--- src/rtl/utf8d_pkg.sv ---
// Package for the UTF-8 validating decoder: types, byte constants and masks.
`timescale 1ns / 1ps

package utf8d_pkg;

  // Lead and range bytes
  localparam logic [7:0] AsciiMax     = 8'h7f;
  localparam logic [7:0] Lead2Min     = 8'hc2;
  localparam logic [7:0] Lead2Max     = 8'hdf;
  localparam logic [7:0] Lead3Min     = 8'he0;
  localparam logic [7:0] Lead3Max     = 8'hef;
  localparam logic [7:0] Lead4Min     = 8'hf0;
  localparam logic [7:0] Lead4Max     = 8'hf4;
  localparam logic [7:0] LeadSurr     = 8'hed;
  localparam logic [7:0] Second3Min   = 8'ha0;
  localparam logic [7:0] SecondSurMax = 8'h9f;
  localparam logic [7:0] Second4Min   = 8'h90;
  localparam logic [7:0] Second4Max   = 8'h8f;

  // Payload masks
  localparam logic [7:0] ContMask  = 8'h3f;
  localparam logic [7:0] Lead2Mask = 8'h1f;
  localparam logic [7:0] Lead3Mask = 8'h0f;
  localparam logic [7:0] Lead4Mask = 8'h07;

  localparam int unsigned CpWidth  = 21;
  localparam int unsigned CntWidth = 3;
  localparam logic [CntWidth-1:0] MaxGroup = 3'd4;

  // Pending sequence or malformed group
  typedef struct packed {
    logic [CpWidth-1:0]  partial_value;
    logic [7:0]          lead_byte;
    logic [CntWidth-1:0] bytes_held;
    logic [CntWidth-1:0] expected_length;
    logic                skipping_error;
  } dec_state_t;

  // One result item
  typedef struct packed {
    logic [CpWidth-1:0]  code_point;
    logic                invalid;
    logic [CntWidth-1:0] byte_count;
    logic                last_of_run;
  } result_t;

endpackage

--- src/rtl/utf8_validating_decoder_core.sv ---
// Top level of the UTF-8 validating decoder: input register, decode step, result queue.
`timescale 1ns / 1ps
//
// Byte-stream UTF-8 decoder with validation.
// Input channel: one byte per item (data_byte_i) with end_of_text_i on the
// last byte of a text; in_valid_i / in_ready_o handshake.
// Output channel: one result per item (code point, invalid flag, byte count,
// last_of_run marking the final result caused by one input byte);
// out_valid_o / out_ready_i handshake.
// Path: a byte accepted into the input register is then decoded into the
// result queue; the decode waits while the queue lacks room.
// Throughput: one byte per cycle while each byte gives at most one result
// and the receiver keeps up; a byte that gives two results needs an extra
// output slot, absorbed by the four-entry result queue. The queue must have
// room for two results before the held byte is decoded.
// Reset clears the decoder state, the input register and the queue.
// When the receiver stalls, results wait in the queue, and input is
// refused while a byte is held and the queue cannot take two more results.
//
module utf8_validating_decoder_core (
  input  logic        clk_i,
  input  logic        rst_ni,
  input  logic        in_valid_i,
  output logic        in_ready_o,
  input  logic [7:0]  data_byte_i,
  input  logic        end_of_text_i,
  output logic        out_valid_o,
  input  logic        out_ready_i,
  output logic [20:0] code_point_o,
  output logic        invalid_o,
  output logic [2:0]  byte_count_o,
  output logic        last_of_run_o
);
  import utf8d_pkg::*;

  localparam int unsigned QDepth = 4;
  localparam int unsigned PtrW   = $clog2(QDepth);

  logic              in_valid_q;
  logic [7:0]        byte_q;
  logic              eot_q;
  dec_state_t        state_q;
  dec_state_t        state_d;
  result_t           res0;
  result_t           res1;
  logic [1:0]        res_num;
  logic              process;
  logic              pop;
  result_t           queue_q [QDepth];
  logic [PtrW-1:0]   wr_ptr_q;
  logic [PtrW-1:0]   rd_ptr_q;
  logic [PtrW:0]     cnt_q;
  result_t           head;

  // Decode the held byte once the queue has room for two results
  assign process    = in_valid_q && (cnt_q <= (PtrW+1)'(QDepth - 2));
  assign in_ready_o = !in_valid_q || process;
  assign pop        = out_valid_o && out_ready_i;

  utf8d_step u_step (
    .state_i       (state_q),
    .data_byte_i   (byte_q),
    .end_of_text_i (eot_q),
    .state_o       (state_d),
    .res0_o        (res0),
    .res1_o        (res1),
    .res_num_o     (res_num)
  );

  // Input register and decoder state
  always_ff @(posedge clk_i or negedge rst_ni) begin
    if (!rst_ni) begin
      in_valid_q <= 1'b0;
      state_q    <= '0;
    end else begin
      if (in_ready_o) begin
        in_valid_q <= in_valid_i;
      end
      if (process) begin
        state_q <= state_d;
      end
    end
  end

  always_ff @(posedge clk_i) begin
    if (in_ready_o && in_valid_i) begin
      byte_q <= data_byte_i;
      eot_q  <= end_of_text_i;
    end
  end

  // Result queue pointers and count
  always_ff @(posedge clk_i or negedge rst_ni) begin
    if (!rst_ni) begin
      wr_ptr_q <= '0;
      rd_ptr_q <= '0;
      cnt_q    <= '0;
    end else begin
      if (process) begin
        wr_ptr_q <= wr_ptr_q + PtrW'(res_num);
      end
      if (pop) begin
        rd_ptr_q <= rd_ptr_q + PtrW'(1);
      end
      cnt_q <= cnt_q + (process ? (PtrW+1)'(res_num) : '0) - (PtrW+1)'(pop);
    end
  end

  // Result queue storage
  always_ff @(posedge clk_i) begin
    if (process && (res_num != 2'd0)) begin
      queue_q[wr_ptr_q] <= res0;
    end
    if (process && (res_num == 2'd2)) begin
      queue_q[wr_ptr_q + PtrW'(1)] <= res1;
    end
  end

  assign head          = queue_q[rd_ptr_q];
  assign out_valid_o   = (cnt_q != '0);
  assign code_point_o  = head.code_point;
  assign invalid_o     = head.invalid;
  assign byte_count_o  = head.byte_count;
  assign last_of_run_o = head.last_of_run;

endmodule

--- src/rtl/utf8d_step.sv ---
// Combinational decode of one byte: next state and up to two result items.
`timescale 1ns / 1ps

module utf8d_step (
  input  utf8d_pkg::dec_state_t state_i,
  input  logic [7:0]            data_byte_i,
  input  logic                  end_of_text_i,
  output utf8d_pkg::dec_state_t state_o,
  output utf8d_pkg::result_t    res0_o,
  output utf8d_pkg::result_t    res1_o,
  output logic [1:0]            res_num_o
);
  import utf8d_pkg::*;

  localparam dec_state_t Idle = '0;

  logic       start_byte;
  logic       is_cont;
  logic       sec_ok;
  logic       ok;
  logic       fresh;
  logic       emit_a;
  logic       emit_b;
  logic       emit_c;
  result_t    res_a;
  result_t    res_b;
  result_t    res_c;
  dec_state_t s;

  // Byte classes
  assign start_byte = (data_byte_i <= AsciiMax) ||
                      ((data_byte_i >= Lead2Min) && (data_byte_i <= Lead4Max));
  assign is_cont    = (data_byte_i[7:6] == 2'b10);

  // Second-byte range depends on the lead byte
  always_comb begin
    sec_ok = is_cont;
    if ((state_i.lead_byte == Lead3Min) && (data_byte_i < Second3Min)) sec_ok = 1'b0;
    if ((state_i.lead_byte == LeadSurr) && (data_byte_i > SecondSurMax)) sec_ok = 1'b0;
    if ((state_i.lead_byte == Lead4Min) && (data_byte_i < Second4Min)) sec_ok = 1'b0;
    if ((state_i.lead_byte == Lead4Max) && (data_byte_i > Second4Max)) sec_ok = 1'b0;
  end

  assign ok = (state_i.bytes_held == 3'd1) ? sec_ok : is_cont;

  // Decode step
  always_comb begin
    s      = state_i;
    fresh  = 1'b1;
    emit_a = 1'b0;
    emit_b = 1'b0;
    emit_c = 1'b0;
    res_a  = '0;
    res_b  = '0;
    res_c  = '0;

    // Held bytes: continue, join a group or close it
    if (state_i.bytes_held != '0) begin
      if (state_i.skipping_error || !ok) begin
        if (!start_byte) begin
          fresh            = 1'b0;
          s.skipping_error = 1'b1;
          s.bytes_held     = state_i.bytes_held + 3'd1;
          if (s.bytes_held >= MaxGroup) begin
            emit_a           = 1'b1;
            res_a.invalid    = 1'b1;
            res_a.byte_count = s.bytes_held;
            s                = Idle;
          end
        end else begin
          emit_a           = 1'b1;
          res_a.invalid    = 1'b1;
          res_a.byte_count = state_i.bytes_held;
          s                = Idle;
        end
      end else begin
        fresh           = 1'b0;
        s.partial_value = {state_i.partial_value[CpWidth-7:0], data_byte_i[5:0]};
        s.bytes_held    = state_i.bytes_held + 3'd1;
        if (s.bytes_held >= state_i.expected_length) begin
          emit_a           = 1'b1;
          res_a.code_point = s.partial_value;
          res_a.byte_count = s.bytes_held;
          s                = Idle;
        end
      end
    end

    // Start of a fresh decode
    if (fresh) begin
      priority if (data_byte_i <= AsciiMax) begin
        emit_b           = 1'b1;
        res_b.code_point = {{(CpWidth-8){1'b0}}, data_byte_i};
        res_b.byte_count = 3'd1;
      end else if ((data_byte_i >= Lead2Min) && (data_byte_i <= Lead2Max)) begin
        s.lead_byte       = data_byte_i;
        s.partial_value   = {{(CpWidth-8){1'b0}}, data_byte_i & Lead2Mask};
        s.expected_length = 3'd2;
        s.bytes_held      = 3'd1;
      end else if ((data_byte_i >= Lead3Min) && (data_byte_i <= Lead3Max)) begin
        s.lead_byte       = data_byte_i;
        s.partial_value   = {{(CpWidth-8){1'b0}}, data_byte_i & Lead3Mask};
        s.expected_length = 3'd3;
        s.bytes_held      = 3'd1;
      end else if ((data_byte_i >= Lead4Min) && (data_byte_i <= Lead4Max)) begin
        s.lead_byte       = data_byte_i;
        s.partial_value   = {{(CpWidth-8){1'b0}}, data_byte_i & Lead4Mask};
        s.expected_length = 3'd4;
        s.bytes_held      = 3'd1;
      end else begin
        s.skipping_error = 1'b1;
        s.bytes_held     = 3'd1;
      end
    end

    // End of text flushes whatever is pending
    if (end_of_text_i && (s.bytes_held != '0)) begin
      emit_c           = 1'b1;
      res_c.invalid    = 1'b1;
      res_c.byte_count = s.bytes_held;
      s                = Idle;
    end
  end

  // Order the results; the fresh ASCII result never comes with the flush one
  always_comb begin
    res0_o = '0;
    res1_o = '0;
    if (emit_a) begin
      res0_o    = res_a;
      res1_o    = emit_b ? res_b : res_c;
      res_num_o = (emit_b || emit_c) ? 2'd2 : 2'd1;
    end else if (emit_b) begin
      res0_o    = res_b;
      res_num_o = 2'd1;
    end else if (emit_c) begin
      res0_o    = res_c;
      res_num_o = 2'd1;
    end else begin
      res_num_o = 2'd0;
    end
    if (res_num_o == 2'd2) begin
      res1_o.last_of_run = 1'b1;
    end else begin
      res0_o.last_of_run = 1'b1;
    end
  end

  assign state_o = s;

endmodule

--- config.mk ---
export PLATFORM = sky130hd
export DESIGN_NAME = utf8_validating_decoder_core
export DESIGN_NICKNAME = d
export VERILOG_FILES = /design/src/rtl/utf8d_pkg.sv /design/src/rtl/utf8_validating_decoder_core.sv /design/src/rtl/utf8d_step.sv
export SDC_FILE = /design/constraint.sdc
export NUM_CORES = 1
export LEC_CHECK = 0
export BUFFER_PORTS_ARGS = -buffer_cell sky130_fd_sc_hd__buf_2
export CORE_MARGIN = 2
export CORE_UTILIZATION = 40
export CTS_CLUSTER_SIZE = 24
export DETAILED_ROUTE_END_ITERATION = 16
export PLACE_DENSITY = 0.6
export SYNTH_ARGS = -nofsm -noshare
export SYNTH_HDL_FRONTEND = slang
export SYNTH_SLANG_ARGS = --single-unit
--- constraint.sdc ---
create_clock -name clk_i -period 13.4 [get_ports clk_i]
set_input_delay 1.34 -clock clk_i [delete_from_list [all_inputs] [get_ports clk_i]]
set_output_delay 1.34 -clock clk_i [all_outputs]
set_load 0.03 [all_outputs]
; ---- Yosys cells after proc, flatten, opt, wreduce, memory -nomap -nowiden
; Memories as Yosys holds them, arrays and structs flattened.
; Cells that the tools add are included.
[totals]
n_memories = 1
ramBits = 104
word_cells = 123
ff_bits = 53
[mem_list]
columns = memory, words, word_bits, rd, rd_clocked_by_memory_dff, write_ports, line
row1 = queue_q, 4, 26, 1, 0, 2, utf8_validating_decoder_core.sv:49  ; result_t queue_q [QDepth];
[op_classes]
n_lt_le_gt_ge = 14
n_mux = 60
addsub = 6
n_eq_ne = 7
reduce_logical = 24
[op_table]
columns = cell, count
row1 = $mux 36, 8
row2 = $mux 26, 4
row3 = $mux 35, 2
row4 = $mux 21, 3
row5 = $eq 8x8->1 const B, 4
row6 = $mux 29, 1
row7 = $mux 1, 28
row8 = $mux 25, 1
row9 = $ge 8x8->1 const B, 3
row10 = $le 8x8->1 const B, 3
row11 = $gt 8x8->1 const B, 2
row12 = $lt 8x8->1 const B, 2
row13 = $logic_and 1x1->1, 14
row14 = $mux 3, 4
row15 = $mux 4, 3
row16 = $reduce_bool 3->1, 3
row17 = $le 8x7->1 const B, 1
row18 = $mux 2, 4
row19 = $mux 8, 1
row20 = $mux 5, 1
row21 = $add 2x1->2 const B, 2
row22 = $eq 2x2->1 const B, 2
row23 = $logic_or 1x1->1, 4
row24 = $add 3x1->3 const B, 1
row25 = other kinds (9), 10

; ---- Depth between registers and ports, before layout
; Gate-level depths: netlist of run 1.
[depth]
word_depth = 26
ltp_mapped = 19
ltp_nobuf = 19

; ---- Cells and area by module
; Synthesis of run 1 repeated with hierarchy kept, for this count alone.
[hier_totals]
cells_unflattened = 625
hier_area_um2 = 8805.9
[by_module_without_submodules]
columns = mod, cells_each, seq_area_each_um2, area_per_inst_um2, n_inst
row1 = utf8_validating_decoder_core, 389, 4494.3, 7299.5, 1
row2 = utf8d_step, 236, 0.0, 1506.4, 1

; ---- Worst setup path before layout of run 1
; OpenSTA, ideal clock, no wires.
[synth_timing]
kind = register -> register
from = reg state_q[4] (netlist bit)
to = mem queue_q[0][0] (netlist bit) (enable)
setup_time_ns = 0.349
arrival_ns = 4.043
path_slack_ns = 9.008
stages_incl_launch_ff = 19
period_less_slack_ns = 4.392
path_buffers = 3
cell_sequence = dfrtp_1 > ha_1 > xnor2_1 > inv_1 > ha_1 > a21o_1 > a31oi_1 > inv_1 > mux2i_1 > o21ai_1 > nand3_1 > inv_1 > ha_1 > or4_1 > clkbuf_1 > and2_1 > clkbuf_1 > clkbuf_1 > inv_1
[synth_lines]
columns = element, line
row1 = start: declaration, utf8_validating_decoder_core.sv:42  ; dec_state_t state_q;
row2 = start signal: assignment, utf8_validating_decoder_core.sv:80  ; state_q <= state_d;
row3 = end: declaration, utf8_validating_decoder_core.sv:49

==> impl_metrics.ini, run 1 <==
[cts]
cts.repair.resized = 0
cts_hold_buf = 0
root_buffer = clkbuf_16
cts_sinks = 151
clock_latency_ns = 0.43
cts_buffer_depth = 2
cts_tree = done
cts_buffers = 17
cts_setup_buffers = 0
clkTransAtPathRegs_ns = 0.05
h-tree-depth = 4

[synth]
synth_top_family_by_area = compound AO/OA/AOI/OAI gates
synth_edf_count = 61
yosys.area_share.simple = 0.0863
yosys.area_share.xor_xnor = 0.0113
ys_ff_latch = 151
yosysSeqAreaShare = 0.546
netlist_instances = 563
synth-compound-area-share = 0.202
ys_async_sr_fraction = 0.252
synth-main-ff-cell = edfxtp_1
syn_avg_cell_area_sq_um = 12.4
yosysWarnings = 0
synth_mux_area_frac = 0.0949
yosys.area_share.adder = 0.0243
syn_area_sq_um = 7000
synth_nets = 589
yosysUniqueCellTypes = 62

[sta]
layout_setup_ws_ns = 8.22
hold_viol_final = 0
setup_violations = 0
tns_ns = 0
rsz0062_at_grt = false
tightest_slew_ns = 1.09
fmax_mhz = 193
slew_violations = 0
fin_crit_ns = 5.18
skew_ns = 0.0104
max_slew_margin = 0.275
finalCritPeriodShare = 0.386

[final_layout]
layout_commonest_cell = edfxtp_1
seqCellArea_sq_um = 3820
synthToLayoutAreaGrowth_pct = 13.6
drive_gt1_frac = 0.217
layout_common_cells = edfxtp_1, a32o_1, dfxtp_1
nNetsFinal = 613
fillers = 1563
layoutNonFillerInstCount = 825
multi_input_area_sq_um = 2950
stdcell_area_sq_um = 7950
antenna_cells = 0

[pwr]
finalPower_uw = 1700
seqPwrFrac = 0.390
p_leak_uw = 0.00300
p_comb_frac = 0.340
p_sw_frac = 0.383
p_int_uw = 1050
p_switching_uw = 651
p_per_area_nw_per_um2 = 214
clockPowerShare = 0.269
ir_drop_uv = 113

[die]
core-area_sq_um = 17200
die-area_sq_um = 18600
die_w_um = 136
start_util = 0.407
ios = 41
die_h_um = 136
placementRows = 48

[grt]
grt_pass1_vias = 4853
antenna_found_initial = 0
grt_max_degree = 59
grt_pass1_wl_mm = 27.6
grtUsageTotal = 0.198
grt_remaining_overflow = 0

[placement]
dp.cells = 793
dpl.hpwl_mm = 12.1
dpl_worst_slack_ns = 8.29
placed_area_sq_um = 7380
gp_congestion = 0.901
portBuffers = 40

[worst_setup_path]
arrival_ns = 5.24
rr_endpoint = queue_q[0][8]$_DFFE_PP_
worst-path-max-fanout = 14
r2r_slack_ns = 8.22
start_kind = flop
critical-path-max-stage-delay_ns = 0.68
criticalPathCategory = flop to flop
cp_data_required_time_ns = 13.46
critPathTopFamily = simple AND/OR/NAND/NOR gates
crit_buf_inv = 4
crit_path_frequent_cell = inv_1
cp_slowest_cell = or4_1
cp-end-kind = flop
reg2reg_depth = 15
worstReg2RegStart = state_q[4]$_DFFE_PN0P_
worstPathCellList = ha_1 > xnor2_1 > inv_1 > ha_1 > a21o_1 > a31oi_1 > inv_1 > mux2i_1 > o21ai_1 > nand3_1 > inv_1 > ha_1 > or4_1 > and2_1 > inv_1

[min_path]
min-delay-start = queue_q[3][23]$_SDFFE_PP0P_
min_path_cells = 1
hp-class = flop to flop
holdPathEnd = queue_q[3][23]$_SDFFE_PP0P_

[detailed_routing]
vias_per_cell = 5.99
wirelength_mm = 17.4
vias = 4943
antenna_left = 0
firstDrtPassIters = 5
drt-initial-drc-count = 542
wire_per_inst_um = 21.1
route.detailed.drc = 0

[run_status]
status = finished clean

[flow_run]
drv_cap = 0
layer usage:
| layer | up-vias | routed length (um) | track usage | share of wire |
|---|---|---|---|---|
| li1 | 2252 | - | - | - |
| met1 | 2506 | 8110 | 0.277 | 0.47 |
| met2 | 157 | 8100 | 0.302 | 0.47 |
| met3 | 28 | 826 | 0.0399 | 0.047 |
| met4 | 0 | 367 | 0.0747 | 0.021 |
| met5 | - | 0 | 0 | 0 |
worst max path at each step:
stage / from / end / depth (start not counted)
finish: state_q[4]$_DFFE_PN0P_ / queue_q[0][8]$_DFFE_PP_ / 15
CTS: state_q[4]$_DFFE_PN0P_ / queue_q[0][3]$_DFFE_PP_ / 15
global placement: state_q[4]$_DFFE_PN0P_ / queue_q[0][7]$_DFFE_PP_ / 15
global route: state_q[4]$_DFFE_PN0P_ / queue_q[0][3]$_DFFE_PP_ / 15
floorplan: state_q[4]$_DFFE_PN0P_ / queue_q[0][0]$_DFFE_PP_ / 18
detailed placement: state_q[4]$_DFFE_PN0P_ / queue_q[0][10]$_DFFE_PP_ / 15
power by group through the flow:
stage	Clock [uW]	Sequential [uW]	Combinational (uW)
floorplan	0	606	472
global placement	0	669	569
detailed placement	0	673	577
CTS	462	664	579
global route	482	676	626
finish	458	664	578
registers in the layout, summed over array words and instances (netlist names):
register / flops
byte_q: 8
cnt_q: 3
eot_q: 1
in_valid_q: 1
queue_q: 104
rd_ptr_q: 2
state_q: 30
wr_ptr_q: 2
cells in the mapped netlist, types with 12 or more instances:
master	count	area, sq um
dfxtp_1	52	1040
nand2_1	32	120
ha_1	12	150
a21oi_1	22	110
dfrtp_1	38	951
nor2_1	23	86.3
a22o_1	16	140
mux4_2	26	586
o21ai_0	23	115
a32o_1	56	561
clkbuf_1	33	124
edfxtp_1	61	1830
inv_1	18	67.6
nor3_1	12	60.1
a21boi_0	16	120
stage by stage:
stage,hold slack (ns),utilization
floorplan,0.437,-
global placement,0.443,0.430
detailed placement,0.451,0.430
CTS,0.464,0.463
global route,0.469,0.463
finish,0.461,0.463
cell type report:
class,count,share of cell area
inverters,20,0.00945
flip-flops and latches,151,0.481
multi-input cells,351,0.371
clock buffers,26,0.0671
clock inverters,6,0.00457
well taps,225,0.0354
repair buffers,46,0.0309
logic make-up (layout without fill, tap and decap cells):
| family | count (synthesis) | count (layout) |
|---|---|---|
| compound gates | 178 | 178 |
| xor+xnor | 9 | 9 |
| fa+ha+maj | 13 | 13 |
| buf+inv | 61 | 98 |
| flops | 151 | 151 |
| mux | 33 | 33 |
| simple gates | 118 | 118 |
No activity file was read; power rests on OpenSTA's default activity.
==> run 2: changes to the inputs <==
--- a/config.mk
+++ b/config.mk
@@ -10,7 +10,7 @@
 export CORE_UTILIZATION = 40
 export CTS_CLUSTER_SIZE = 24
 export DETAILED_ROUTE_END_ITERATION = 16
-export PLACE_DENSITY = 0.6
+export PLACE_DENSITY = 0.62
 export SYNTH_ARGS = -nofsm -noshare
 export SYNTH_HDL_FRONTEND = slang
 export SYNTH_SLANG_ARGS = --single-unit
==> constraint.sdc (replaced) <==
create_clock -name clk_i -period 4.6 [get_ports clk_i]
set_input_delay 0.46 -clock clk_i [delete_from_list [all_inputs] [get_ports clk_i]]
set_output_delay 0.46 -clock clk_i [all_outputs]
set_load 0.03 [all_outputs]
==> impl_metrics.ini, run 2 (synthesis gave the netlist of run 1 again) <==
[min_path]
hp-class = input port to asynchronous set/reset pin

[sta]
slew_violations = 0
tightest_slew_ns = 1.06
max_slew_margin = 0.291
fin_crit_ns = 4.30
finalCritPeriodShare = 0.935
skew_ns = 0.00740
fmax_mhz = 232
hold_viol_final = 0
setup_violations = 0
layout_setup_ws_ns = 0.297

[placement]
gp_congestion = 0.960
dpl_worst_slack_ns = 0.173
dpl.hpwl_mm = 11.7
portBuffers = 40

[worst_setup_path]
crit_path_frequent_cell = ha_1
worst-path-max-fanout = 8
worstPathCellList = ha_2 > xnor2_2 > inv_1 > ha_1 > a21o_1 > a31oi_2 > o211ai_1 > mux2i_1 > o21ai_0 > nand3_1 > inv_1 > ha_1 > nand2_1 > ha_1 > inv_1 > ha_1 > fa_1 > xnor2_1 > xnor2_1
criticalPathCategory = flop to flop
cp_data_required_time_ns = 4.93
critical-path-max-stage-delay_ns = 0.47
start_kind = flop
cp-end-kind = flop
arrival_ns = 4.64
cp_slowest_cell = dfrtp_1

[grt]
grt_max_degree = 59
grt_pass1_wl_mm = 27.3
antenna_found_initial = 0
grtUsageTotal = 0.195
grt_remaining_overflow = 0
grt_pass1_vias = 4908

[detailed_routing]
wire_per_inst_um = 20.7
vias = 4989
drt-initial-drc-count = 492
antenna_left = 0
wirelength_mm = 17.3
vias_per_cell = 5.95
firstDrtPassIters = 5
route.detailed.drc = 0

[pwr]
p_int_uw = 3220
p_leak_uw = 0.00308
seqPwrFrac = 0.374
clockPowerShare = 0.285
p_sw_frac = 0.371
ir_drop_uv = 308
p_switching_uw = 1900
p_comb_frac = 0.341
finalPower_uw = 5120
p_per_area_nw_per_um2 = 630

[final_layout]
utilization = 0.473
multi_input_area_sq_um = 2970
layout_common_cells = edfxtp_1, a32o_1, dfxtp_1
antenna_cells = 0
layout_commonest_cell = edfxtp_1
fillers = 1550
nNetsFinal = 626
synthToLayoutAreaGrowth_pct = 16.2
top_register = queue_q
largest_reg_flops = 104
biggestRegsByFlops = queue_q: 104 flops, state_q: 30 flops, byte_q: 8 flops
seqCellArea_sq_um = 3820
drive_gt1_frac = 0.238

[cts]
cts_buffer_depth = 2
clock_latency_ns = 0.42
root_buffer = clkbuf_16
cts_tree = done
clkTransAtPathRegs_ns = 0.06
cts_sinks = 151
h-tree-depth = 4
cts_buffers = 17

[die]
placementRows = 48
core-area_sq_um = 17200
start_util = 0.407
ios = 41
die-area_sq_um = 18600
die_w_um = 136
die_h_um = 136

[flow_run]
drv_cap = 0

[run_status]
status = finished clean
run 2: cell count changes in the layout (fill, tap and decap cells not counted), sizes merged:
cell / previous run / this run
clkinvlp: 0 / 1
clkinv: 3 / 6
clkbuf: 26 / 20
inv: 23 / 22
bufinv: 0 / 3
buf: 46 / 59
run 2: worst paths after layout:
path,cells after the start,to,start,slack (ns)
min in group clk_i,1,eot_q$_DFFE_PP_,end_of_text_i,0.22
min,1,state_q[13]$_DFFE_PN0P_,rst_ni,0.17
max,19,cnt_q[2]$_DFF_PN0_,state_q[4]$_DFFE_PN0P_,0.30
max reg2reg,19,cnt_q[2]$_DFF_PN0_,state_q[4]$_DFFE_PN0P_,0.30
min reg2reg,1,queue_q[1][24]$_SDFFE_PP0P_,queue_q[1][24]$_SDFFE_PP0P_,0.46
max in group asynchronous,1,rd_ptr_q[0]$_DFFE_PN0P_,rst_ni,3.80
run 2: routing by layer:
| metal | track usage | vias to the layer above | wire length, um |
|---|---|---|---|
| met5 | 0 | - | 0 |
| met4 | 0.0723 | 0 | 276 |
| met3 | 0.0395 | 20 | 815 |
| met2 | 0.303 | 162 | 8370 |
| met1 | 0.269 | 2531 | 7860 |
| li1 | - | 2276 | - |
run 2: power groups by stage:
stage	sequential, uW	clock, uW	combinational [uW]
2_1_floorplan	1760	0	1370
3_3_place_gp	1940	0	1710
3_5_place_dp	1950	0	1720
4_1_cts	1920	1480	1730
5_1_grt	1950	1540	1890
6_report	1920	1460	1740
run 2: critical path, delay by kind of cell, from the launching register on:
family	cells	cell delay (ns)
xor gates and xnor gates	3	0.60
adders and majority gates	6	1.76
AOI/OAI and AO/OA	4	0.71
and+or+nand+nor	2	0.24
muxes	1	0.24
buffers and inverters	3	0.19
DFF	1	0.47
run 2: area by class of cell:
class / instances / share of cell area
flip-flops and latches: 151 / 0.470
clock buffers: 20 / 0.0602
well taps: 225 / 0.0346
inverters: 20 / 0.00923
multi-input cells: 351 / 0.366
repair buffers: 59 / 0.0422
clock inverters: 12 / 0.0175
run 2: what timing repair did:
action	4_1_cts	5_1_grt
buffers inserted	0	1
gates resized for setup	0	8
hold endpoints to repair	0	0
endpoints found under the setup margin	0	136
hold buffers	0	0
run 2: per-stage QoR:
step / TNS, ns / hold slack [ns] / instances / cell area, sq um
4_1_cts: 0 / 0.200 / 837 / 8090
6_report: 0 / 0.174 / 838 / 8130
3_3_place_gp: 0 / 0.442 / 805 / 7460
3_5_place_dp: 0 / 0.451 / 805 / 7460
2_1_floorplan: 0 / 0.164 / 563 / 7000
5_1_grt: -0.130 / 0.198 / 838 / 8130
==> run 3: changes to the inputs <==
--- a/config.mk
+++ b/config.mk
@@ -6,7 +6,6 @@
 export NUM_CORES = 1
 export LEC_CHECK = 0
 export BUFFER_PORTS_ARGS = -buffer_cell sky130_fd_sc_hd__buf_2
-export CORE_MARGIN = 2
 export CORE_UTILIZATION = 40
 export CTS_CLUSTER_SIZE = 24
 export DETAILED_ROUTE_END_ITERATION = 16
==> impl_metrics.ini, run 3 (synthesis gave the netlist of run 1 again) <==
[final_layout]
drive_gt1_frac = 0.232
nNetsFinal = 625
biggestRegsByFlops = queue_q: 104 flops, state_q: 30 flops, byte_q: 8 flops
antenna_cells = 0
largest_reg_flops = 104
top_register = queue_q
synthToLayoutAreaGrowth_pct = 15.0
layout_commonest_cell = edfxtp_1
layout_common_cells = edfxtp_1, a32o_1, dfxtp_1

[min_path]
hp-class = input port to asynchronous set/reset pin

[worst_setup_path]
cp_data_required_time_ns = 4.95
worst-path-max-fanout = 8
criticalPathCategory = flop to flop
cp-end-kind = flop
start_kind = flop
arrival_ns = 4.57

[sta]
rsz0062_at_grt = false
fin_crit_ns = 4.22
tns_ns = 0
slew_violations = 0
worst_hold_slack_ns = 0.160
setup_violations = 0
hold_viol_final = 0
layout_setup_ws_ns = 0.378
skew_ns = 0.00796
tightest_slew_ns = 1.06
max_slew_margin = 0.295
fmax_mhz = 237
finalCritPeriodShare = 0.918

[placement]
dpl.hpwl_mm = 12.0
portBuffers = 40
gp_congestion = 0.884
dpl_worst_slack_ns = 0.274

[die]
die_h_um = 134
placementRows = 48
ios = 41
core-area_sq_um = 17200
start_util = 0.407
die-area_sq_um = 18000
die_w_um = 134

[pwr]
p_per_area_nw_per_um2 = 619
ir_drop_uv = 329
p_leak_uw = 0.00304

[cts]
cts_buffer_depth = 2
clkTransAtPathRegs_ns = 0.06
cts_sinks = 151
root_buffer = clkbuf_16
clock_latency_ns = 0.43
cts_tree = done
cts_buffers = 17
h-tree-depth = 4

[detailed_routing]
firstDrtPassIters = 7
drt-initial-drc-count = 473
vias_per_cell = 5.85
vias = 4900
wire_per_inst_um = 20.7
wirelength_mm = 17.3
route.detailed.drc = 0
antenna_left = 0

[grt]
grtUsageTotal = 0.204
grt_pass1_vias = 4960
grt_max_degree = 59
grt_pass1_wl_mm = 27.4
antenna_found_initial = 0
grt_remaining_overflow = 0

[run_status]
status = finished clean

[flow_run]
drv_cap = 0
## run 3: changes by cell type in the layout (fill, tap and decap cells not counted), sizes merged
cell and delta:
clkinvlp -1, clkinv -3, clkbuf +8, buf -1, inv -1, bufinv -3
## run 3: final cells by class
cell class                 count  area [sq um]
clock buffer                  28           532
clock inverter                 4          31.3
fill                        1558          9130
inverter                      20          75.1
multi-input combinational    351          2970
sequential                   151          3820
tap                          225           282
timing repair buffer          58           335
## run 3: critical path, stage by stage (launching register included)
cell      delay (ns)
dfrtp_1         0.47
ha_2            0.27
xnor2_2         0.20
inv_1           0.09
ha_1            0.29
a21o_1          0.15
a31oi_1         0.24
o211ai_1        0.16
mux2i_1         0.21
o21ai_0         0.18
nand3_1         0.17
inv_1           0.05
ha_1            0.33
nand2_1         0.08
ha_1            0.30
inv_1           0.03
ha_1            0.18
fa_1            0.38
xnor2_1         0.22
xnor2_1         0.14
## run 3: worst paths after layout
check / slack (ns) / cells after the start / to / start
min reg2reg: 0.46 / 1 / queue_q[3][25]$_SDFFE_PP0P_ / queue_q[3][25]$_SDFFE_PP0P_
min: 0.16 / 1 / state_q[3]$_DFFE_PN0P_ / rst_ni
max reg2reg: 0.38 / 19 / cnt_q[2]$_DFF_PN0_ / state_q[4]$_DFFE_PN0P_
min in group clk_i: 0.20 / 1 / byte_q[0]$_DFFE_PP_ / data_byte_i[0]
max: 0.38 / 19 / cnt_q[2]$_DFF_PN0_ / state_q[4]$_DFFE_PN0P_
max in group asynchronous: 3.82 / 1 / rd_ptr_q[0]$_DFFE_PN0P_ / rst_ni
## run 3: per-layer routing
metal  wire, um  global-route usage
met2       8470               0.333
met4        290              0.0699
met1       7810               0.268
met3        745              0.0446
met5          0                   0
## run 3: where the power goes
| group | total (uW) | internal, uW | switching [uW] |
|---|---|---|---|
| combinational | 1750 | 648 | 1110 |
| clock | 1310 | 788 | 526 |
| sequential | 1920 | 1650 | 268 |
## run 3: repair_timing
item / 4_1_cts / 5_1_grt
gates resized for setup: 0 / 3
setup buffers: 0 / 0
hold buffers: 0 / 0
setup endpoints to repair: 0 / 60
## run 3: through the flow
step	cells	instance area, sq um	total power [uW]	utilization
final	837	8050	4980	0.468
after global routing	837	8050	5250	0.468
after CTS	837	8030	5010	0.468
after detailed placement	805	7470	3700	0.435
after global placement	805	7470	3680	0.435
after floorplan	563	7000	3140	-
